File: src/rtl/bil_pkg.sv
// Package with shared types, constants and helpers for the bin index lookup.
`timescale 1ns / 1ps
`default_nettype none
package bil_pkg;
	localparam int MAX_EDGES   = 32;
	localparam int COORD_WIDTH = 32;
	localparam int AXES        = 7;
	localparam int SLOT_W      = $clog2(MAX_EDGES);
	localparam int COUNT_W     = 6;
	localparam int INDEX_W     = 25;
	localparam int STEPS       = 5;
	localparam int STEP_W      = 3;

	typedef enum logic [2:0] {
		AX_X = 3'd0, AX_Y = 3'd1, AX_Z = 3'd2, AX_BETA = 3'd3,
		AX_THETA = 3'd4, AX_PHI = 3'd5, AX_R = 3'd6, AX_NONE = 3'd7
	} axis_t;

	typedef enum logic [1:0] {
		MODE_LOAD = 2'd0, MODE_SCINT = 2'd1, MODE_FIBER = 2'd2, MODE_UNUSED = 2'd3
	} mode_t;

	typedef enum logic [2:0] {
		ST_IDLE, ST_CMP, ST_ACC, ST_DONE
	} state_t;

	typedef logic signed [COORD_WIDTH-1:0] coord_t;

	// Neighbor signals handed from one cell to the next.
	typedef struct packed {
		logic le;    // this edge is at or below the key
		logic seen;  // a bin was already found at a lower position
	} link_t;

	// Axis visited at a given step of a lookup.
	function automatic axis_t step_axis(input mode_t m, input logic [STEP_W-1:0] s);
		axis_t a;
		a = AX_NONE;
		if (m == MODE_SCINT) begin
			case (s)
				3'd0:    a = AX_X;
				3'd1:    a = AX_Y;
				default: a = AX_Z;
			endcase
		end else begin
			case (s)
				3'd0:    a = AX_BETA;
				3'd1:    a = AX_THETA;
				3'd2:    a = AX_PHI;
				3'd3:    a = AX_R;
				default: a = AX_Z;
			endcase
		end
		return a;
	endfunction

	// Number of bins of an axis given its edge count.
	function automatic logic [COUNT_W-1:0] bins_of(input logic [COUNT_W-1:0] n);
		logic [COUNT_W-1:0] u;
		u = (n > COUNT_W'(MAX_EDGES)) ? COUNT_W'(MAX_EDGES) : n;
		return (u >= COUNT_W'(2)) ? u - COUNT_W'(1) : '0;
	endfunction
endpackage
`default_nettype wire

File: src/rtl/bil_cell.sv
// One edge position: holds that edge of every axis and compares it to the key.
`timescale 1ns / 1ps
`default_nettype none
module bil_cell import bil_pkg::*; (
	input  wire logic   clk,
	input  wire logic   wr_en,
	input  wire axis_t  wr_axis,
	input  wire coord_t wr_value,
	input  wire axis_t  rd_axis,
	input  wire coord_t key,
	input  wire logic   active,
	input  wire link_t  link_in,
	output link_t       link_out,
	output logic        first
);
	coord_t edge_q [AXES];
	coord_t e;
	logic   ge;
	logic   hit;

	// Edge storage, one word per axis.
	always_ff @(posedge clk) begin
		if (wr_en && wr_axis != AX_NONE) begin
			edge_q[wr_axis] <= wr_value;
		end
	end

	// Compare against the key; a hit needs the lower neighbor at or below it.
	always_comb begin
		e             = (rd_axis == AX_NONE) ? '0 : edge_q[rd_axis];
		ge            = (e >= key);
		hit           = active & ge & link_in.le;
		first         = hit & ~link_in.seen;
		link_out.le   = (e <= key);
		link_out.seen = link_in.seen | hit;
	end
endmodule
`default_nettype wire

File: config.mk
export PLATFORM = sky130hd
export DESIGN_NAME = bil_cell
export DESIGN_NICKNAME = d
export VERILOG_FILES = /design/src/rtl/bil_pkg.sv /design/src/rtl/bil_cell.sv
export SDC_FILE = /design/constraint.sdc
export NUM_CORES = 1
export LEC_CHECK = 0
export ABC_AREA = 1
export BUFFER_PORTS_ARGS = -buffer_cell sky130_fd_sc_hd__buf_4
export CORE_MARGIN = 1.5
export CORE_UTILIZATION = 50
export DETAILED_ROUTE_END_ITERATION = 7
export PLACE_DENSITY_LB_ADDON = 0.15
export SLEW_MARGIN = 20
export SYNTH_ARGS = -nofsm -noshare
export SYNTH_HDL_FRONTEND = slang
export SYNTH_SLANG_ARGS = --single-unit
File: constraint.sdc
create_clock -name clk -period 3.5 [get_ports clk]
set_input_delay 0.175 -clock clk [delete_from_list [all_inputs] [get_ports clk]]
set_output_delay 0.175 -clock clk [all_outputs]
set_load 0.005 [all_outputs]
==> results.py <==
metrics = {
    "route": {
        "vias_per_cell": 5.46,
        "vias": 6646,
        "dr.first_iter.drc_count": 440,
        "ant_nets": 0,
        "routedWlPerCell_um": 18.5,
        "first_pass_iters": 5,
        "wl_mm": 22.5,
        "post-route-drc-count": 0,
    },
    "place": {
        "post-dp-hpwl_mm": 13.1,
        "placedCellCount": 1141,
        "post-place-ws_ns": 0.339,
        "numPortBuffers": 77,
        "place_congestion": 0.814,
    },
    "synth": {
        "synth.top_cell.area_share": 0.692,
        "synth_fp_nets": 933,
        "synthTopCellsByArea": "edfxtp_1 (69%), nand2_1 (6.5%), o21ai_0 (4.2%), ha_1 (4.1%), nor2_1 (4.1%)",
        "synth_area_per_cell_um2": 11.8,
        "syn-instance-count": 826,
        "async_flop_share": 0,
        "synth.distinct_cells": 27,
        "synth_edf_count": 224,
        "synth_top_area_cell": "edfxtp_1",
        "ys_seq_elements": 224,
        "ys.flop_type": "edfxtp_1",
        "synth_seq_area_share": 0.692,
        "syn_area_um2": 9720,
        "yosysWarningCount": 0,
    },
    "sta": {
        "setup_slack_ns": 0.361,
        "max_freq_mhz": 319,
        "finalSetupViolCount": 0,
        "fin_crit_sh": 0.897,
        "finalMaxSlewViolations": 0,
        "finalSetupTns_ns": 0,
        "rsz0062_at_grt": "false",
        "fin_crit_ns": 3.14,
        "maxSlewHeadroom": 0.385,
        "worst_slew_pin_slew_ns": 0.921,
        "finalHoldViolations": 0,
    },
    "cells_and_area": {
        "largest_reg_flops": 224,
        "antenna_cells": 0,
        "nNetsFinal": 1046,
        "fin_util": 0.622,
        "largestRegisters": "edge_q x224",
        "regMostFlops": "edge_q",
        "drive_above_1_share": 0.165,
        "syn2layout_area_growth_pct": 20.9,
        "instances_no_fill": 1217,
    },
    "die": {
        "rows": 50,
        "die_w_um": 142,
        "io_pins": 78,
        "die_area_um2": 20300,
        "core_area_um2": 18900,
        "start_util": 0.515,
        "die_h_um": 142,
    },
    "grt": {
        "grt_pass1_vias": 6779,
        "grt_usage": 0.231,
        "grt_max_degree": 97,
        "grt_overflow": 0,
        "grt_pass1_wl_mm": 35.5,
        "antenna_found_initial": 0,
    },
    "pwr": {
        "p_seq_frac": 0.509,
        "swShare": 0.229,
        "peakVddDrop_mv": 0.378,
        "pwr-share-comb": 0.097,
        "switchingPower_uw": 1370,
        "clkPwrFrac": 0.394,
        "p_leak_uw": 0.00451,
        "power.density_nw_per_um2": 511,
        "internal_power_uw": 4640,
    },
    "worst_setup_path": {
        "worst-path-buf-inv": 5,
        "cp_cell_sequence": "buf_4 -> inv_2 -> buf_4 -> o21ai_0 -> o31ai_1 -> ha_1 -> nand2_1 -> inv_1 -> nand2_1 -> nand2_1 -> nand2_1 -> nand2_1 -> a21oi_1 -> nand3_1 -> nand2_1 -> nand3_2 -> nand2_2 -> nand2_1 -> buf_4",
        "cpLargestDelayFamily": "buffers and inverters",
        "crit_type": "input port to output port",
        "slowest_stage": "inv_2",
        "crit_path_frequent_cell": "nand2_1",
        "crit_path_max_fanout": 37,
        "cp.required_ns": 3.32,
        "end_kind": "output port",
        "crit_arrival_ns": 2.96,
        "max_stage_delay_ns": 0.47,
        "start_kind": "input port",
    },
    "clock_tree": {
        "cts.sinks": 224,
        "cts_tree": "done",
        "cts_setup_buffers": 0,
        "root_buffer": "clkbuf_16",
        "path_clk_slew_ns": 0.06,
        "clock_path_buffers": 3,
        "htreeDepth": 1,
        "cts_buffers": 24,
    },
    "status": {
        "outcome": "finished clean",
    },
    "hold_path": {
        "hold_path_class": "input port to register",
    },
    "flow_run": {
        "maxCapViolCount": 0,
    },
}
[path summary, 6_finish.rpt]
kind,from,endpoint,slack (ns),cells past startpoint
worst max-delay path,rd_axis[1],link_out[0],0.36,19
worst min-delay path,wr_axis[2],edge_q[1][5],0.30,4
[area by class of cell]
cell class / instances / area (um^2)
multi-input cells: 507 / 2660
fillers: 1508 / 7140
repair buffers: 131 / 1110
inverters: 51 / 191
flip-flops and latches: 224 / 6730
clock inverters: 18 / 106
clock buffers: 26 / 629
well taps: 260 / 325
[power groups by stage]
stage | Combinational (uW) | Sequential [uW] | Clock, uW
2_1_floorplan | 318 | 3120 | 0
3_3_place_gp | 535 | 3120 | 0
3_5_place_dp | 554 | 3120 | 0
4_1_cts | 585 | 3060 | 2390
5_1_grt | 654 | 3070 | 2490
6_report | 582 | 3060 | 2370
[cell usage after synthesis, types with 2 or more instances]
cell      number
o31ai_1       23
nand3_1       11
edfxtp_1     224
inv_2          5
inv_1         46
a21o_1         3
ha_1          32
nor3_1         2
o21ai_1        6
nor2_1       105
buf_2         17
nand4_1        2
o21ai_0       81
o22ai_1       31
buf_4          3
clkbuf_1      23
a21oi_1       20
nand2_1      169
o211ai_1       8
nor2_2         6
nand2_2        3
[routing by layer]
| layer | global-route usage | part of all wire |
|---|---|---|
| met2 | 0.390 | 0.49 |
| met5 | 0 | 0 |
| met1 | 0.314 | 0.43 |
| met3 | 0.0293 | 0.060 |
| met4 | 0.0716 | 0.026 |
[cell usage in the layout (no fill, tap or decap), drive strengths merged, types with 8 or more instances in the layout]
| master | netlist | final |
|---|---|---|
| a21oi | 20 | 20 |
| buf | 21 | 99 |
| clkbuf | 23 | 26 |
| clkinv | 0 | 16 |
| dlygate4sd3 | 0 | 32 |
| edfxtp | 224 | 224 |
| ha | 32 | 32 |
| inv | 51 | 51 |
| nand2 | 173 | 173 |
| nand3 | 12 | 12 |
| nor2 | 111 | 111 |
| o211ai | 8 | 8 |
| o21ai | 87 | 87 |
| o22ai | 31 | 31 |
| o31ai | 23 | 23 |
[metrics by stage]
stage,hold slack (ns),instance area (um^2),total power (uW)
finish,0.299,11800,6010
global route,0.312,11800,6220
CTS,0.306,11800,6040
detailed placement,0.405,10700,3670
global placement,0.397,10700,3650
floorplan,0.274,9720,3430
[logic make-up (layout without fill, tap and decap cells)]
| family | after synthesis | in the layout | share of synthesized area |
|---|---|---|---|
| adder cells (fa/ha/maj) | 32 | 32 | 0.0412 |
| buffers and inverters | 95 | 226 | 0.0400 |
| AND/OR/NAND/NOR | 302 | 302 | 0.125 |
| AO/OA/AOI/OAI | 173 | 173 | 0.102 |
| flip-flops | 224 | 224 | 0.692 |
[what timing repair did]
item	4_1_cts	5_1_grt
resized for setup	0	0
hold endpoints to repair	224	0
hold buffers	32	0
(Power assumes the default switching activity.)
